==> src/hw/rtl/rfbw_pkg.sv <==
package rfbw_pkg;

	// Field widths of the input and result items.
	localparam int MODE_W   = 2;
	localparam int RECT_XY_W = 12;
	localparam int RECT_WH_W = 13;
	localparam int PIXEL_W  = 32;
	localparam int MASK_W   = 8;
	localparam int ADDR_W   = 24;
	localparam int COLOR_W  = 8;

	// Configuration port.
	localparam int CFG_IDX_W  = 3;
	localparam int CFG_DATA_W = 16;
	localparam int BPP_W      = 6;
	localparam int MAX_W      = 16;
	localparam int SHIFT_W    = 5;
	localparam int FW_W       = 13;

	typedef logic [CFG_IDX_W-1:0]  cfg_idx_t;
	typedef logic [CFG_DATA_W-1:0] cfg_data_t;

	localparam cfg_idx_t REG_BPP         = 3'd0;
	localparam cfg_idx_t REG_RED_MAX     = 3'd1;
	localparam cfg_idx_t REG_GREEN_MAX   = 3'd2;
	localparam cfg_idx_t REG_BLUE_MAX    = 3'd3;
	localparam cfg_idx_t REG_RED_SHIFT   = 3'd4;
	localparam cfg_idx_t REG_GREEN_SHIFT = 3'd5;
	localparam cfg_idx_t REG_BLUE_SHIFT  = 3'd6;
	localparam cfg_idx_t REG_FRAME_WIDTH = 3'd7;

	// Item modes.
	localparam logic [MODE_W-1:0] MODE_RAW    = 2'd0;
	localparam logic [MODE_W-1:0] MODE_CURSOR = 2'd1;
	localparam logic [MODE_W-1:0] MODE_PIXEL  = 2'd2;
	localparam logic [MODE_W-1:0] MODE_MASK   = 2'd3;

	localparam logic [BPP_W-1:0] BPP_32 = 6'd32;
	localparam logic [BPP_W-1:0] BPP_16 = 6'd16;

	localparam logic [COLOR_W-1:0] ALPHA_OPAQUE = 8'd255;
	localparam logic [COLOR_W-1:0] ALPHA_CLEAR  = 8'd0;

	// Scaling divider: an 8-bit quotient of a 24-bit dividend by a 16-bit divisor.
	localparam int DIVIDEND_W = MAX_W + COLOR_W;
	localparam int DIV_STEPS  = COLOR_W;
	localparam int DIV_CNT_W  = $clog2(DIV_STEPS);

	typedef struct packed {
		logic take;
		logic prep;
		logic div_step;
		logic emit_pix;
		logic emit_mask;
	} rfbw_cmd_t;

	typedef struct packed {
		logic pix_go;
		logic mask_go;
		logic mask_none;
		logic mask_more;
		logic slot_free;
	} rfbw_sts_t;

endpackage

==> src/hw/rtl/rfbw_if.sv <==
interface rfbw_in_if;
	logic        valid;
	logic        ready;
	logic [1:0]  mode;
	logic [11:0] rect_x;
	logic [11:0] rect_y;
	logic [12:0] rect_w;
	logic [12:0] rect_h;
	logic [31:0] pixel_word;
	logic [7:0]  mask_byte;

	modport source (
		output valid, mode, rect_x, rect_y, rect_w, rect_h, pixel_word, mask_byte,
		input  ready
	);
	modport sink (
		input  valid, mode, rect_x, rect_y, rect_w, rect_h, pixel_word, mask_byte,
		output ready
	);
endinterface

interface rfbw_out_if;
	logic        valid;
	logic        ready;
	logic [23:0] pixel_address;
	logic [7:0]  red;
	logic [7:0]  green;
	logic [7:0]  blue;
	logic [7:0]  alpha;
	logic        alpha_only;
	logic        last;

	modport source (
		output valid, pixel_address, red, green, blue, alpha, alpha_only, last,
		input  ready
	);
	modport sink (
		input  valid, pixel_address, red, green, blue, alpha, alpha_only, last,
		output ready
	);
endinterface

==> src/hw/rtl/rfbw_div.sv <==
module rfbw_div (
	input  logic                                clk,
	input  logic                                load,
	input  logic                                step,
	input  logic [rfbw_pkg::DIVIDEND_W-1:0]     dividend,
	input  logic [rfbw_pkg::MAX_W-1:0]          divisor,
	output logic [rfbw_pkg::COLOR_W-1:0]        quotient
);
	import rfbw_pkg::*;

	logic [MAX_W-1:0]   rem_q;
	logic [COLOR_W-1:0] low_q;
	logic [COLOR_W-1:0] quot_q;
	logic [MAX_W-1:0]   dvs_q;
	logic               zero_q;
	logic [MAX_W:0]     trial;
	logic               fits;

	// The dividend is at most 255 times the divisor, so its upper part is already
	// below the divisor and only eight quotient bits remain to be found.
	always_comb begin
		trial = {rem_q, low_q[COLOR_W-1]};
		fits  = trial >= {1'b0, dvs_q};
	end

	always_ff @(posedge clk) begin
		if (load) begin
			rem_q  <= dividend[DIVIDEND_W-1:COLOR_W];
			low_q  <= dividend[COLOR_W-1:0];
			dvs_q  <= divisor;
			zero_q <= divisor == '0;
			quot_q <= '0;
		end else if (step) begin
			rem_q  <= fits ? MAX_W'(trial - {1'b0, dvs_q}) : trial[MAX_W-1:0];
			low_q  <= {low_q[COLOR_W-2:0], 1'b0};
			quot_q <= {quot_q[COLOR_W-2:0], fits};
		end
	end

	assign quotient = zero_q ? '0 : quot_q;

endmodule

==> src/hw/rtl/rfbw_ctrl.sv <==
module rfbw_ctrl (
	input  logic                  clk,
	input  logic                  arst_n,
	input  logic                  in_valid,
	output logic                  in_ready,
	input  rfbw_pkg::rfbw_sts_t   sts,
	output rfbw_pkg::rfbw_cmd_t   cmd
);
	import rfbw_pkg::*;

	localparam logic [2:0] S_IDLE  = 3'd0;
	localparam logic [2:0] S_PPREP = 3'd1;
	localparam logic [2:0] S_DIV   = 3'd2;
	localparam logic [2:0] S_POUT  = 3'd3;
	localparam logic [2:0] S_MPREP = 3'd4;
	localparam logic [2:0] S_MOUT  = 3'd5;

	logic [2:0]           state_q;
	logic [2:0]           state_d;
	logic [DIV_CNT_W-1:0] cnt_q;
	logic [DIV_CNT_W-1:0] cnt_d;

	assign in_ready = state_q == S_IDLE;

	always_comb begin
		state_d = state_q;
		cnt_d   = cnt_q;
		cmd     = '0;
		case (state_q)
			S_IDLE: begin
				cmd.take = in_valid;
				if (in_valid && sts.pix_go) begin
					state_d = S_PPREP;
				end else if (in_valid && sts.mask_go) begin
					state_d = S_MPREP;
				end
			end
			S_PPREP: begin
				cmd.prep = 1'b1;
				cnt_d    = '0;
				state_d  = S_DIV;
			end
			S_DIV: begin
				cmd.div_step = 1'b1;
				cnt_d        = cnt_q + 1'b1;
				if (cnt_q == DIV_CNT_W'(DIV_STEPS - 1)) begin
					state_d = S_POUT;
				end
			end
			S_POUT: begin
				if (sts.slot_free) begin
					cmd.emit_pix = 1'b1;
					state_d      = S_IDLE;
				end
			end
			S_MPREP: begin
				cmd.prep = 1'b1;
				state_d  = sts.mask_none ? S_IDLE : S_MOUT;
			end
			S_MOUT: begin
				if (sts.slot_free) begin
					cmd.emit_mask = 1'b1;
					if (!sts.mask_more) begin
						state_d = S_IDLE;
					end
				end
			end
			default: begin
				state_d = S_IDLE;
			end
		endcase
	end

	always_ff @(posedge clk or negedge arst_n) begin
		if (!arst_n) begin
			state_q <= S_IDLE;
			cnt_q   <= '0;
		end else begin
			state_q <= state_d;
			cnt_q   <= cnt_d;
		end
	end

endmodule

==> src/hw/rtl/rfbw_dp.sv <==
module rfbw_dp #(
	parameter int MAX_WIDTH  = 4096,
	parameter int MAX_HEIGHT = 4096
) (
	input  logic                               clk,
	input  logic                               arst_n,
	input  logic                               cfg_we,
	input  rfbw_pkg::cfg_idx_t                 cfg_index,
	input  rfbw_pkg::cfg_data_t                cfg_data,
	input  logic [rfbw_pkg::MODE_W-1:0]        mode,
	input  logic [rfbw_pkg::RECT_XY_W-1:0]     rect_x,
	input  logic [rfbw_pkg::RECT_XY_W-1:0]     rect_y,
	input  logic [rfbw_pkg::RECT_WH_W-1:0]     rect_w,
	input  logic [rfbw_pkg::RECT_WH_W-1:0]     rect_h,
	input  logic [rfbw_pkg::PIXEL_W-1:0]       pixel_word,
	input  logic [rfbw_pkg::MASK_W-1:0]        mask_byte,
	input  rfbw_pkg::rfbw_cmd_t                cmd,
	output rfbw_pkg::rfbw_sts_t                sts,
	output logic                               out_valid,
	input  logic                               out_ready,
	output logic [rfbw_pkg::ADDR_W-1:0]        pixel_address,
	output logic [rfbw_pkg::COLOR_W-1:0]       red,
	output logic [rfbw_pkg::COLOR_W-1:0]       green,
	output logic [rfbw_pkg::COLOR_W-1:0]       blue,
	output logic [rfbw_pkg::COLOR_W-1:0]       alpha,
	output logic                               alpha_only,
	output logic                               last
);
	import rfbw_pkg::*;

	localparam int SW = $clog2(MAX_WIDTH + 1);
	localparam int HW = $clog2(MAX_HEIGHT + 1);
	localparam int CW = $clog2(MAX_WIDTH + MASK_W);
	localparam int YW = $clog2((2 ** RECT_XY_W) + MAX_HEIGHT);
	localparam int PW = YW + FW_W;
	localparam int SEL_W = $clog2(MASK_W);

	// Configuration registers.
	logic [BPP_W-1:0]   bpp_q;
	logic [MAX_W-1:0]   ch_max_q   [3];
	logic [SHIFT_W-1:0] ch_shift_q [3];
	logic [FW_W-1:0]    fw_q;

	// Rectangle state.
	logic [RECT_XY_W-1:0] origin_x_q;
	logic [RECT_XY_W-1:0] origin_y_q;
	logic [SW-1:0]        span_w_q;
	logic [HW-1:0]        span_h_q;
	logic [CW-1:0]        col_q;
	logic [HW-1:0]        row_q;
	logic [YW-1:0]        cur_y_q;
	logic                 cursor_q;
	logic                 mask_phase_q;

	// Per-item working registers.
	logic [PIXEL_W-1:0] pix_q;
	logic [CW-1:0]      col_snap_q;
	logic [ADDR_W-1:0]  prod_s1;
	logic [ADDR_W-1:0]  addr_base_q;
	logic [MASK_W-1:0]  emit_q;

	logic               out_valid_q;
	logic [ADDR_W-1:0]  addr_q;
	logic [COLOR_W-1:0] red_q;
	logic [COLOR_W-1:0] green_q;
	logic [COLOR_W-1:0] blue_q;
	logic [COLOR_W-1:0] alpha_q;
	logic               alpha_only_q;
	logic               last_q;

	logic               active;
	logic               is_header;
	logic               is_pixel;
	logic               is_mask;
	logic               advance;
	logic [CW-1:0]      col_next;
	logic [HW-1:0]      row_next;
	logic               row_done;
	logic               rect_done;
	logic [PIXEL_W-1:0] pix_masked;
	logic [MASK_W-1:0]  emit_v;
	logic [PW-1:0]      prod_full;
	logic [SEL_W-1:0]   sel_idx;
	logic [MASK_W-1:0]  sel_oh;
	logic               sel_found;
	logic [COLOR_W-1:0] quot [3];

	assign active    = (span_w_q != '0) && (row_q < span_h_q);
	assign is_header = (mode == MODE_RAW) || (mode == MODE_CURSOR);
	assign is_pixel  = (mode == MODE_PIXEL) && !mask_phase_q && active;
	assign is_mask   = (mode == MODE_MASK) && mask_phase_q && active;
	assign advance   = cmd.take && (is_pixel || is_mask);

	always_comb begin
		col_next  = col_q + (is_mask ? CW'(MASK_W) : CW'(1));
		row_next  = row_q + HW'(1);
		row_done  = col_next >= CW'(span_w_q);
		rect_done = row_next >= span_h_q;
	end

	always_comb begin
		if (bpp_q == BPP_32) begin
			pix_masked = pixel_word;
		end else if (bpp_q == BPP_16) begin
			pix_masked = {16'h0000, pixel_word[15:0]};
		end else begin
			pix_masked = {24'h000000, pixel_word[7:0]};
		end
	end

	// Mask bits to clear: a zero bit whose column lies inside the row.
	always_comb begin
		for (int i = 0; i < MASK_W; i++) begin
			emit_v[i] = ((col_q + CW'(i)) < CW'(span_w_q)) && !mask_byte[MASK_W-1-i];
		end
	end

	always_comb begin
		sel_idx   = '0;
		sel_found = 1'b0;
		for (int i = 0; i < MASK_W; i++) begin
			if (emit_q[i] && !sel_found) begin
				sel_idx   = SEL_W'(i);
				sel_found = 1'b1;
			end
		end
		sel_oh = MASK_W'(1) << sel_idx;
	end

	assign prod_full = PW'(cur_y_q) * PW'(fw_q);

	assign sts.pix_go    = is_pixel;
	assign sts.mask_go   = is_mask;
	assign sts.mask_none = emit_q == '0;
	assign sts.mask_more = (emit_q & ~sel_oh) != '0;
	assign sts.slot_free = !out_valid_q || out_ready;

	always_ff @(posedge clk or negedge arst_n) begin
		if (!arst_n) begin
			bpp_q         <= BPP_32;
			ch_max_q[0]   <= 16'd255;
			ch_max_q[1]   <= 16'd255;
			ch_max_q[2]   <= 16'd255;
			ch_shift_q[0] <= 5'd16;
			ch_shift_q[1] <= 5'd8;
			ch_shift_q[2] <= 5'd0;
			fw_q          <= 13'd1024;
		end else if (cfg_we) begin
			case (cfg_index)
				REG_BPP:         bpp_q         <= cfg_data[BPP_W-1:0];
				REG_RED_MAX:     ch_max_q[0]   <= cfg_data[MAX_W-1:0];
				REG_GREEN_MAX:   ch_max_q[1]   <= cfg_data[MAX_W-1:0];
				REG_BLUE_MAX:    ch_max_q[2]   <= cfg_data[MAX_W-1:0];
				REG_RED_SHIFT:   ch_shift_q[0] <= cfg_data[SHIFT_W-1:0];
				REG_GREEN_SHIFT: ch_shift_q[1] <= cfg_data[SHIFT_W-1:0];
				REG_BLUE_SHIFT:  ch_shift_q[2] <= cfg_data[SHIFT_W-1:0];
				REG_FRAME_WIDTH: fw_q          <= cfg_data[FW_W-1:0];
				default: begin
				end
			endcase
		end
	end

	always_ff @(posedge clk or negedge arst_n) begin
		if (!arst_n) begin
			origin_x_q   <= '0;
			origin_y_q   <= '0;
			span_w_q     <= '0;
			span_h_q     <= '0;
			col_q        <= '0;
			row_q        <= '0;
			cur_y_q      <= '0;
			cursor_q     <= 1'b0;
			mask_phase_q <= 1'b0;
		end else if (cmd.take && is_header) begin
			origin_x_q   <= rect_x;
			origin_y_q   <= rect_y;
			span_w_q     <= (32'(rect_w) > MAX_WIDTH) ? SW'(MAX_WIDTH) : SW'(rect_w);
			span_h_q     <= (32'(rect_h) > MAX_HEIGHT) ? HW'(MAX_HEIGHT) : HW'(rect_h);
			col_q        <= '0;
			row_q        <= '0;
			cur_y_q      <= YW'(rect_y);
			cursor_q     <= mode == MODE_CURSOR;
			mask_phase_q <= 1'b0;
		end else if (advance) begin
			if (!row_done) begin
				col_q <= col_next;
			end else begin
				col_q <= '0;
				if (is_pixel && rect_done && cursor_q) begin
					// Last pixel of a cursor: the mask rows start over at the top.
					mask_phase_q <= 1'b1;
					row_q        <= '0;
					cur_y_q      <= YW'(origin_y_q);
				end else begin
					row_q   <= row_next;
					cur_y_q <= cur_y_q + YW'(1);
					if (is_mask && rect_done) begin
						mask_phase_q <= 1'b0;
					end
				end
			end
		end
	end

	always_ff @(posedge clk) begin
		if (advance) begin
			pix_q      <= pix_masked;
			col_snap_q <= col_q;
			prod_s1    <= prod_full[ADDR_W-1:0];
			emit_q     <= is_mask ? emit_v : '0;
		end else if (cmd.emit_mask) begin
			emit_q <= emit_q & ~sel_oh;
		end
		if (cmd.prep) begin
			addr_base_q <= prod_s1 + ADDR_W'(origin_x_q) + ADDR_W'(col_snap_q);
		end
	end

	for (genvar c = 0; c < 3; c++) begin : g_lane
		logic [MAX_W-1:0]      v;
		logic [DIVIDEND_W-1:0] scaled;

		assign v      = MAX_W'(pix_q >> ch_shift_q[c]) & ch_max_q[c];
		assign scaled = {v, COLOR_W'(0)} - DIVIDEND_W'(v);

		rfbw_div u_div (
			.clk      (clk),
			.load     (cmd.prep),
			.step     (cmd.div_step),
			.dividend (scaled),
			.divisor  (ch_max_q[c]),
			.quotient (quot[c])
		);
	end

	always_ff @(posedge clk or negedge arst_n) begin
		if (!arst_n) begin
			out_valid_q <= 1'b0;
		end else if (cmd.emit_pix || cmd.emit_mask) begin
			out_valid_q <= 1'b1;
		end else if (out_ready) begin
			out_valid_q <= 1'b0;
		end
	end

	always_ff @(posedge clk) begin
		if (cmd.emit_pix) begin
			addr_q       <= addr_base_q;
			red_q        <= quot[0];
			green_q      <= quot[1];
			blue_q       <= quot[2];
			alpha_q      <= ALPHA_OPAQUE;
			alpha_only_q <= 1'b0;
			last_q       <= 1'b1;
		end else if (cmd.emit_mask) begin
			addr_q       <= addr_base_q + ADDR_W'(sel_idx);
			red_q        <= '0;
			green_q      <= '0;
			blue_q       <= '0;
			alpha_q      <= ALPHA_CLEAR;
			alpha_only_q <= 1'b1;
			last_q       <= !sts.mask_more;
		end
	end

	assign out_valid     = out_valid_q;
	assign pixel_address = addr_q;
	assign red           = red_q;
	assign green         = green_q;
	assign blue          = blue_q;
	assign alpha         = alpha_q;
	assign alpha_only    = alpha_only_q;
	assign last          = last_q;

endmodule

==> src/hw/rtl/rfb_raw_rect_to_rgba_writer_core.sv <==
// Converts RFB true-color raw rectangles into RGBA framebuffer writes. A header
// transfer (raw or cursor) only loads the rectangle state and yields nothing. A pixel
// transfer runs through acceptance, forming the address and loading the scaling
// lanes, eight steps of the three restoring dividers that compute floor(v*255/max),
// and the load of the output register. A cursor mask byte is accepted and prepared,
// then yields its alpha clears one at a time as the output register frees. One input
// is in flight at a time; the output register holds a finished write until the sink
// takes it. Addresses are row*frame_width+column, unclipped, modulo 2**24.
module rfb_raw_rect_to_rgba_writer_core #(
	parameter int MAX_WIDTH  = 4096,
	parameter int MAX_HEIGHT = 4096
) (
	input  logic                 clk,
	input  logic                 arst_n,
	input  logic                 cfg_we,
	input  rfbw_pkg::cfg_idx_t   cfg_index,
	input  rfbw_pkg::cfg_data_t  cfg_data,
	rfbw_in_if.sink              pixel_in,
	rfbw_out_if.source           write_out
);
	import rfbw_pkg::*;

	rfbw_cmd_t cmd;
	rfbw_sts_t sts;

	rfbw_ctrl u_ctrl (
		.clk      (clk),
		.arst_n   (arst_n),
		.in_valid (pixel_in.valid),
		.in_ready (pixel_in.ready),
		.sts      (sts),
		.cmd      (cmd)
	);

	rfbw_dp #(
		.MAX_WIDTH  (MAX_WIDTH),
		.MAX_HEIGHT (MAX_HEIGHT)
	) u_dp (
		.clk           (clk),
		.arst_n        (arst_n),
		.cfg_we        (cfg_we),
		.cfg_index     (cfg_index),
		.cfg_data      (cfg_data),
		.mode          (pixel_in.mode),
		.rect_x        (pixel_in.rect_x),
		.rect_y        (pixel_in.rect_y),
		.rect_w        (pixel_in.rect_w),
		.rect_h        (pixel_in.rect_h),
		.pixel_word    (pixel_in.pixel_word),
		.mask_byte     (pixel_in.mask_byte),
		.cmd           (cmd),
		.sts           (sts),
		.out_valid     (write_out.valid),
		.out_ready     (write_out.ready),
		.pixel_address (write_out.pixel_address),
		.red           (write_out.red),
		.green         (write_out.green),
		.blue          (write_out.blue),
		.alpha         (write_out.alpha),
		.alpha_only    (write_out.alpha_only),
		.last          (write_out.last)
	);

endmodule
==> src/flat_wrapper.sv <==
// flat-port wrapper written by rule: the top's interface ports become plain ports
module rfb_raw_rect_to_rgba_writer_core_flat import rfbw_pkg::*;
#(
	parameter int MAX_WIDTH  = 4096,
	parameter int MAX_HEIGHT = 4096
)
  (clk, arst_n, cfg_we, cfg_index, cfg_data, pixel_in_valid, pixel_in_mode, pixel_in_rect_x, pixel_in_rect_y, pixel_in_rect_w, pixel_in_rect_h, pixel_in_pixel_word, pixel_in_mask_byte, pixel_in_ready, write_out_valid, write_out_pixel_address, write_out_red, write_out_green, write_out_blue, write_out_alpha, write_out_alpha_only, write_out_last, write_out_ready);
  rfbw_in_if pixel_in_i ();
  rfbw_out_if write_out_i ();
  input  logic clk;
  input  logic arst_n;
  input  logic cfg_we;
  input  rfbw_pkg::cfg_idx_t cfg_index;
  input  rfbw_pkg::cfg_data_t cfg_data;
  input wire logic [$bits(pixel_in_i.valid)-1:0] pixel_in_valid;
  input wire logic [$bits(pixel_in_i.mode)-1:0] pixel_in_mode;
  input wire logic [$bits(pixel_in_i.rect_x)-1:0] pixel_in_rect_x;
  input wire logic [$bits(pixel_in_i.rect_y)-1:0] pixel_in_rect_y;
  input wire logic [$bits(pixel_in_i.rect_w)-1:0] pixel_in_rect_w;
  input wire logic [$bits(pixel_in_i.rect_h)-1:0] pixel_in_rect_h;
  input wire logic [$bits(pixel_in_i.pixel_word)-1:0] pixel_in_pixel_word;
  input wire logic [$bits(pixel_in_i.mask_byte)-1:0] pixel_in_mask_byte;
  output wire logic [$bits(pixel_in_i.ready)-1:0] pixel_in_ready;
  output wire logic [$bits(write_out_i.valid)-1:0] write_out_valid;
  output wire logic [$bits(write_out_i.pixel_address)-1:0] write_out_pixel_address;
  output wire logic [$bits(write_out_i.red)-1:0] write_out_red;
  output wire logic [$bits(write_out_i.green)-1:0] write_out_green;
  output wire logic [$bits(write_out_i.blue)-1:0] write_out_blue;
  output wire logic [$bits(write_out_i.alpha)-1:0] write_out_alpha;
  output wire logic [$bits(write_out_i.alpha_only)-1:0] write_out_alpha_only;
  output wire logic [$bits(write_out_i.last)-1:0] write_out_last;
  input wire logic [$bits(write_out_i.ready)-1:0] write_out_ready;
  assign pixel_in_i.valid = pixel_in_valid;
  assign pixel_in_i.mode = pixel_in_mode;
  assign pixel_in_i.rect_x = pixel_in_rect_x;
  assign pixel_in_i.rect_y = pixel_in_rect_y;
  assign pixel_in_i.rect_w = pixel_in_rect_w;
  assign pixel_in_i.rect_h = pixel_in_rect_h;
  assign pixel_in_i.pixel_word = pixel_in_pixel_word;
  assign pixel_in_i.mask_byte = pixel_in_mask_byte;
  assign pixel_in_ready = pixel_in_i.ready;
  assign write_out_valid = write_out_i.valid;
  assign write_out_pixel_address = write_out_i.pixel_address;
  assign write_out_red = write_out_i.red;
  assign write_out_green = write_out_i.green;
  assign write_out_blue = write_out_i.blue;
  assign write_out_alpha = write_out_i.alpha;
  assign write_out_alpha_only = write_out_i.alpha_only;
  assign write_out_last = write_out_i.last;
  assign write_out_i.ready = write_out_ready;
  rfb_raw_rect_to_rgba_writer_core #(.MAX_WIDTH(MAX_WIDTH), .MAX_HEIGHT(MAX_HEIGHT)) u_core (.clk(clk), .arst_n(arst_n), .cfg_we(cfg_we), .cfg_index(cfg_index), .cfg_data(cfg_data), .pixel_in(pixel_in_i), .write_out(write_out_i));
endmodule
==> config.mk <==
export PLATFORM = sky130hd
export DESIGN_NAME = rfb_raw_rect_to_rgba_writer_core_flat
export DESIGN_NICKNAME = d
export VERILOG_FILES = /design/src/hw/rtl/rfbw_pkg.sv /design/src/hw/rtl/rfbw_if.sv /design/src/hw/rtl/rfbw_div.sv /design/src/hw/rtl/rfbw_ctrl.sv /design/src/hw/rtl/rfbw_dp.sv /design/src/hw/rtl/rfb_raw_rect_to_rgba_writer_core.sv /design/src/flat_wrapper.sv
export SDC_FILE = /design/constraint.sdc
export NUM_CORES = 2
export LEC_CHECK = 0
export BUFFER_PORTS_ARGS = -buffer_cell sky130_fd_sc_hd__buf_2
export CAP_MARGIN = 20
export CORE_ASPECT_RATIO = 1.75
export CORE_MARGIN = 3
export CORE_UTILIZATION = 45
export CTS_CLUSTER_DIAMETER = 120
export DETAILED_ROUTE_END_ITERATION = 6
export PLACE_DENSITY = 0.63
export RECOVER_POWER = 50
export SYNTH_ARGS = -nofsm -noshare
export SYNTH_HDL_FRONTEND = slang
export SYNTH_SLANG_ARGS = --single-unit
export TNS_END_PERCENT = 100
==> constraint.sdc <==
create_clock -name clk -period 6.1 [get_ports clk]
set_input_delay 0.915 -clock clk [delete_from_list [all_inputs] [get_ports clk]]
set_output_delay 0.915 -clock clk [all_outputs]
set_load 0.05 [all_outputs]
==> Word-level counts from Yosys, hierarchy flattened <==
Cells that the tools add are included.
{ "totals": {"register_bits": 486, "inputBits": 116} }
{ "op_classes": {"shifts": 4, "n_eq_ne": 23, "magnitude_cmp": 16, "reduce_logical": 78, "add_sub_neg": 20, "multipliers": 1, "mux": 79, "n_bitwise": 5} }
{ "ops": {"columns": ["cell", "count"], "rows": [
  ["2-to-1 mux 13 bit", 13],
  ["2-to-1 mux 16 bit", 10],
  ["2-to-1 mux 8 bit", 16],
  ["< comparator 13 bit", 9],
  ["right shift 32 x 5 -> 16 bit", 3],
  ["subtractor 24 x 16 -> 24 bit", 3],
  ["adder 13 x 3 -> 13 bit, second input constant", 4],
  ["greater-or-equal comparator 17 x 16 -> 1 bit", 3],
  ["bitwise AND 16 bit", 3],
  ["zero test 16 bit", 3],
  ["2-to-1 mux 24 bit", 2],
  ["subtractor 16 bit", 3],
  ["adder 13 x 1 -> 13 bit, second input constant", 3],
  ["2-to-1 mux 3 bit", 13],
  ["2-to-1 mux 32 bit", 1],
  ["logical AND 1 bit", 27],
  ["adder 13 x 2 -> 13 bit, second input constant", 2],
  ["greater-or-equal comparator 13 bit", 2],
  ["> comparator 13 bit, second input constant", 2],
  ["adder 24 x 12 -> 24 bit", 1],
  ["adder 24 x 13 -> 24 bit", 1],
  ["adder 24 x 3 -> 24 bit", 1],
  ["multiplier 13 x 13 -> 24 bit", 1],
  ["== test 3 bit, second input constant", 7],
  ["other kinds (31)", 93]
]} }

==> Longest topological paths before layout <==
{ "depth": {"depth_word": 29, "depth_mapped": 26, "mapped_depth_nobuf": 24} }

==> Modules after synthesis <==
A second synthesis with hierarchy kept.
{ "hier_totals": {"cells_unflattened": 4021, "area_unflattened_um2": 40624.0} }
{ "by_module_without_submodules": {"columns": ["mod", "seq_area_each_um2", "cells_per_inst", "instances", "area_per_inst_um2"], "rows": [
  ["rfbw_dp", 8923.6, 3128, 1, 31066.0],
  ["rfbw_div at u_core.u_dp.g_lane[0].u_div ...", 1391.3, 272, 2, 2960.3],
  ["rfbw_div at u_core.u_dp.g_lane[2].u_div", 1391.3, 306, 1, 3201.8],
  ["rfbw_ctrl", 150.1, 43, 1, 435.4]
]} }

==> Worst setup path before layout <==
OpenSTA, ideal clock, no wires.
{ "synth_path": {"path_type": "reg-to-reg", "startpoint": "register u_core.u_ctrl.state_q[2]", "endpoint": "register u_core.u_dp.g_lane[0].u_div.low_q[0] (enable)", "stages_incl_launch_ff": 5, "setup_slack_ns": -0.427, "setup_ns": 0.601, "path_buffers": 1, "required_ns": 5.499, "arrival_ns": 5.926, "path_cell_list": "dfrtp_1 clkbuf_1 nand2b_1 and2_1 o21ai_0"} }
{ "synth_via": {"elab_chain_len": 4} }
{ "synth_lines": {"columns": ["item", "line_no", "source"], "rows": [
  ["start: declaration", "rfbw_ctrl.sv:18", "logic [2:0] state_q;"],
  ["start signal: assignment", "rfbw_ctrl.sv:79", "state_q <= state_d;"],
  ["== test 3 bit or == test 3 x 1 -> 1 bit (tied branches)", "rfbw_ctrl.sv:29", "case (state_q)"],
  ["OR reduction 2 bit (no source line)", null, null],
  ["2-to-1 mux 1 bit", "rfbw_ctrl.sv:29", null],
  ["nonzero test 2 bit (no source line) *", null, null],
  ["end signal: assignment", "rfbw_div.sv:29", "low_q <= dividend[COLOR_W-1:0];"],
  ["end signal: assignment", "rfbw_div.sv:35", "low_q <= {low_q[COLOR_W-2:0], 1'b0};"],
  ["end: declaration", "rfbw_div.sv:12", "logic [COLOR_W-1:0] low_q;"]
]} }
Mark *: on every way between the ends. The rest lies on a longest branch, timed or not.
A chain may end at the register's enable or synchronous reset.

==> Worst setup path in the final report <==
{ "layout_path": {"startpoint": "register u_core.u_dp.cur_y_q[1]", "endpoint": "register u_core.u_dp.prod_s1[23], data pin"} }
{ "layout_via": {"elab_chain_len": 1} }
{ "layout_lines": {"columns": ["item", "line_no", "source"], "rows": [
  ["start: declaration", "rfbw_dp.sv:51", "logic [YW-1:0] cur_y_q;"],
  ["start signal: assignment", "rfbw_dp.sv:182", "cur_y_q <= YW'(rect_y);"],
  ["start signal: assignment", "rfbw_dp.sv:194", "cur_y_q <= YW'(origin_y_q);"],
  ["start signal: assignment", "rfbw_dp.sv:197", "cur_y_q <= cur_y_q + YW'(1);"],
  ["multiplier 13 x 13 -> 24 bit", "rfbw_dp.sv:130", "assign prod_full = PW'(cur_y_q) * PW'(fw_q);"],
  ["via u_core.u_dp.prod_full[23]", "rfbw_dp.sv:82", "logic [PW-1:0] prod_full;"],
  ["end signal: assignment", "rfbw_dp.sv:210", "prod_s1 <= prod_full[ADDR_W-1:0];"],
  ["end: declaration", "rfbw_dp.sv:58", "logic [ADDR_W-1:0] prod_s1;"]
]} }
The timed path passes the listed nets, and every way through them passes these cells.

==> metrics.txt <==
status=finished, violations left; failing checks=design-rule violations, max-capacitance violations, max-slew violations; cell area after synthesis=40100 um2; residual DRC count=4; gpl congestion=0.936; Clock Tree Buf Depth=3; clock skew=roughly 0.02 ns; Vias per Instance=5.81; final setup margin=0.316 ns; most frequent cells in the layout=nand2_1, inv_1, ha_1, edfxtp_1, nor2_1; Yosys top cell by area=edfxtp_1; crit path buf inv count=6; post-synthesis async set-or-reset flop share=0.376; Die Area=between 90000 and 100000 um2; Final HPWL DP=between 80 and 90 mm; Worst-path clk slew=around 0.07 ns; YS warnings=0; power per cell area=526 nW/um2; All-Layer GR Usage=0.247; top_reg_cell synth=edfxtp_1; Crit Path Category=reg2reg; Crit path top cell by count=fa_1; hold path cells=2; crit-path max cell delay=0.55 ns; worst-skew pair later-pin latency=~0.63 ns; FMAX=173 MHz; core region area=88100 um2; TNS Setup=0 ns; layout cell share with drive strength beyond 1=0.132; final core occ=0.495; post-place setup slack=0.120 ns; Post-synth EDFFs=272; Root Driver=clkbuf_16; Worst Path Required=6.47 ns; CTS sink cnt=479; sequential share of the synthesized area=0.331; RSZ-0062 raised after global routing=no; critical path arrival=6.15 ns; Nets=4656; Slew headroom=-1.43; critical path's slowest cell=fa_1; # port buffers=175; Yosys top cell area share=0.204; router iterations before antenna repair=7; WL final=115 mm; worst reg2reg path depth=21; routed via count=30900; hold path start=u_core.u_dp.g_lane[2].u_div.quot_q[7]; worst vdd rail ir drop=423 uV; reg-to-reg startpoint=u_core.u_dp.cur_y_q[1]; Starting Density=0.455; Final Cycle Share=0.948; cell family with most CP delay=adder cells; Worst Setup End Kind=flop; CP startpoint kind=flop; post-synthesis register bit count=479; CTS H-tree lvls=2; I/O pin count=176; largest net degree at the start of global routing=139; top post-synthesis cells by area=edfxtp_1, dfrtp_1, ha_1; 1st-iter DRT viols=1782; post-route ant nets=0; CP Cell Sequence=buf_4, and2_1, fa_1, inv_1, fa_1, inv_1, fa_1, inv_1, fa_1, inv_1, fa_1, ha_1, nand3_1, nand2_1, a41oi_1, a2111oi_2, buf_4, nor3_1, o31ai_1, a21oi_1, xnor2_1; Post-Layout Cell Count=5313; Max Cap Viol=4; Synth-to-Final Area Change=8.78%; Synth Net Count=4578; Die X-Extent=232 um; grt ovf=0; CTS Buf Count=47; leakage power=0.0189 uW; crit path time final=approximately 5.8 ns; Avg Cell Area, Syn=9.96 um2; Final Max Tran Viols=150; most common cell after layout, fill and taps aside=nand2_1; CTS tree=yes; die height=about 400 um; Setup crit start=u_core.u_dp.cur_y_q[1]; final hold violations=0; global-route wire length before repair=180 mm; worst hold path type=reg2reg; vias in the first global route=about 32000; WP depth=21; placed cell count=5219; setup violators final=0; initial antenna violation count=10; CP max FO=9; post-synthesis cell type count=around 100; routed len/inst=21.7 um; post-synthesis cell count=between 4000 and 5000; row count=144; worst-margin pin slew=3.60 ns
final timing paths:
| path | end | slack (ns) |
|---|---|---|
| max | u_core.u_dp.prod_s1[23] | 0.32 |
| max in group asynchronous | u_core.u_dp.span_w_q[4] | 3.21 |
| min | u_core.u_dp.g_lane[2].u_div.quot_q[7] | 0.45 |
| max reg2reg | u_core.u_dp.prod_s1[23] | 0.32 |
| min in group asynchronous | u_core.u_dp.ch_max_q[8] | 1.08 |
| min reg2reg | u_core.u_dp.g_lane[2].u_div.quot_q[7] | 0.45 |
timing repair:
action | in CTS | in global routing
hold buffers | 0 | 0
setup buffers | 0 | 2
setup endpoints to repair | 0 | 12
gates resized for setup | 0 | 13
per-stage QoR:
step	area, um2	power [uW]	hold slack, ns
after floorplan	40100	16300	0.432
after global placement	42000	19600	0.438
after detailed placement	42000	19800	0.447
after CTS	43700	23100	0.221
after global routing	43600	24800	0.472
final	43600	22900	0.451
worst reg2reg max path, delay by kind of cell (launching register included):
family | cells | cell delay [ns]
xor+xnor | 1 | 0.08
flops | 1 | 0.46
fa+ha+maj | 6 | 3.01
compound gates | 4 | 0.80
buf+inv | 6 | 0.61
simple gates | 4 | 0.59
final cells by class:
| cell class | instances | area (um2) |
|---|---|---|
| Tap cell | 1168 | 1460 |
| Clock inverter | 30 | 324 |
| Antenna cell | 4 | 10.0 |
| Timing Repair Buffer | 262 | 1430 |
| Clock buffer | 58 | 1330 |
| Fill cell | 8229 | 44500 |
| Multi-Input combinational cell | 2993 | 24600 |
| Sequential cell | 479 | 13300 |
| Inverter | 319 | 1200 |
cells by family (layout without fill, tap and decap cells):
family | after synthesis | after routing | synth area share
AND/OR/NAND/NOR | 1207 | 1207 | 0.145
AO/OA/AOI/OAI | 758 | 758 | 0.125
buffers and inverters | 552 | 669 | 0.0571
flip-flops | 479 | 479 | 0.331
adder cells (fa/ha/maj) | 439 | 439 | 0.163
multiplexers | 353 | 353 | 0.128
XOR/XNOR | 236 | 236 | 0.0516
other | 0 | 4 | 0
report_power, final:
group / internal, uW / total (uW) / switching [uW]
Clock: 1780 / 3150 / 1370
Combinational: 5510 / 13600 / 8110
Sequential: 5180 / 6160 / 971
registers in the layout (all words and copies together) (netlist names), 15 cells and up:
signal                           count
u_core.u_dp.ch_max_q                48
u_core.u_dp.g_lane.u_div.dvs_q      48
u_core.u_dp.g_lane.u_div.rem_q      48
u_core.u_dp.pix_q                   32
u_core.u_dp.addr_base_q             24
u_core.u_dp.g_lane.u_div.low_q      24
u_core.u_dp.g_lane.u_div.quot_q     24
u_core.u_dp.pixel_address           24
u_core.u_dp.prod_s1                 24
u_core.u_dp.ch_shift_q              15
cells in the mapped netlist, drive strengths merged (14+ instances only):
cell type and number:
fa 137, ha 301, o21ai 182, nand2b 40
a21oi 164, o22ai 15, inv 316, a2111oi 14
buf 71, nor2b 50, clkbuf 162, dfstp 28
dfrtp 152, a31oi 19, o31ai 19, o211ai 22
mux2i 134, a211oi 58, xnor2 136, a21o 102
and2 130, or2 16, and3 31, dfxtp 27
a22o 15, nor3 55, a21boi 20, mux2 105
mux4 114, nand4 34, nor2 218, xor2 100
edfxtp 272, o21a 22, nand3 62, nand2 478
nor4 29
routing by layer:
layer | global-route usage | up-vias | share of wire
met1 | 0.263 | 15100 | 0.35
li1 | - | 14500 | -
met3 | 0.0384 | 361 | 0.049
met2 | 0.458 | 974 | 0.53
met5 | 0 | - | 0.00049
met4 | 0.143 | 10 | 0.068
No activity file was read; power rests on OpenSTA's default activity.
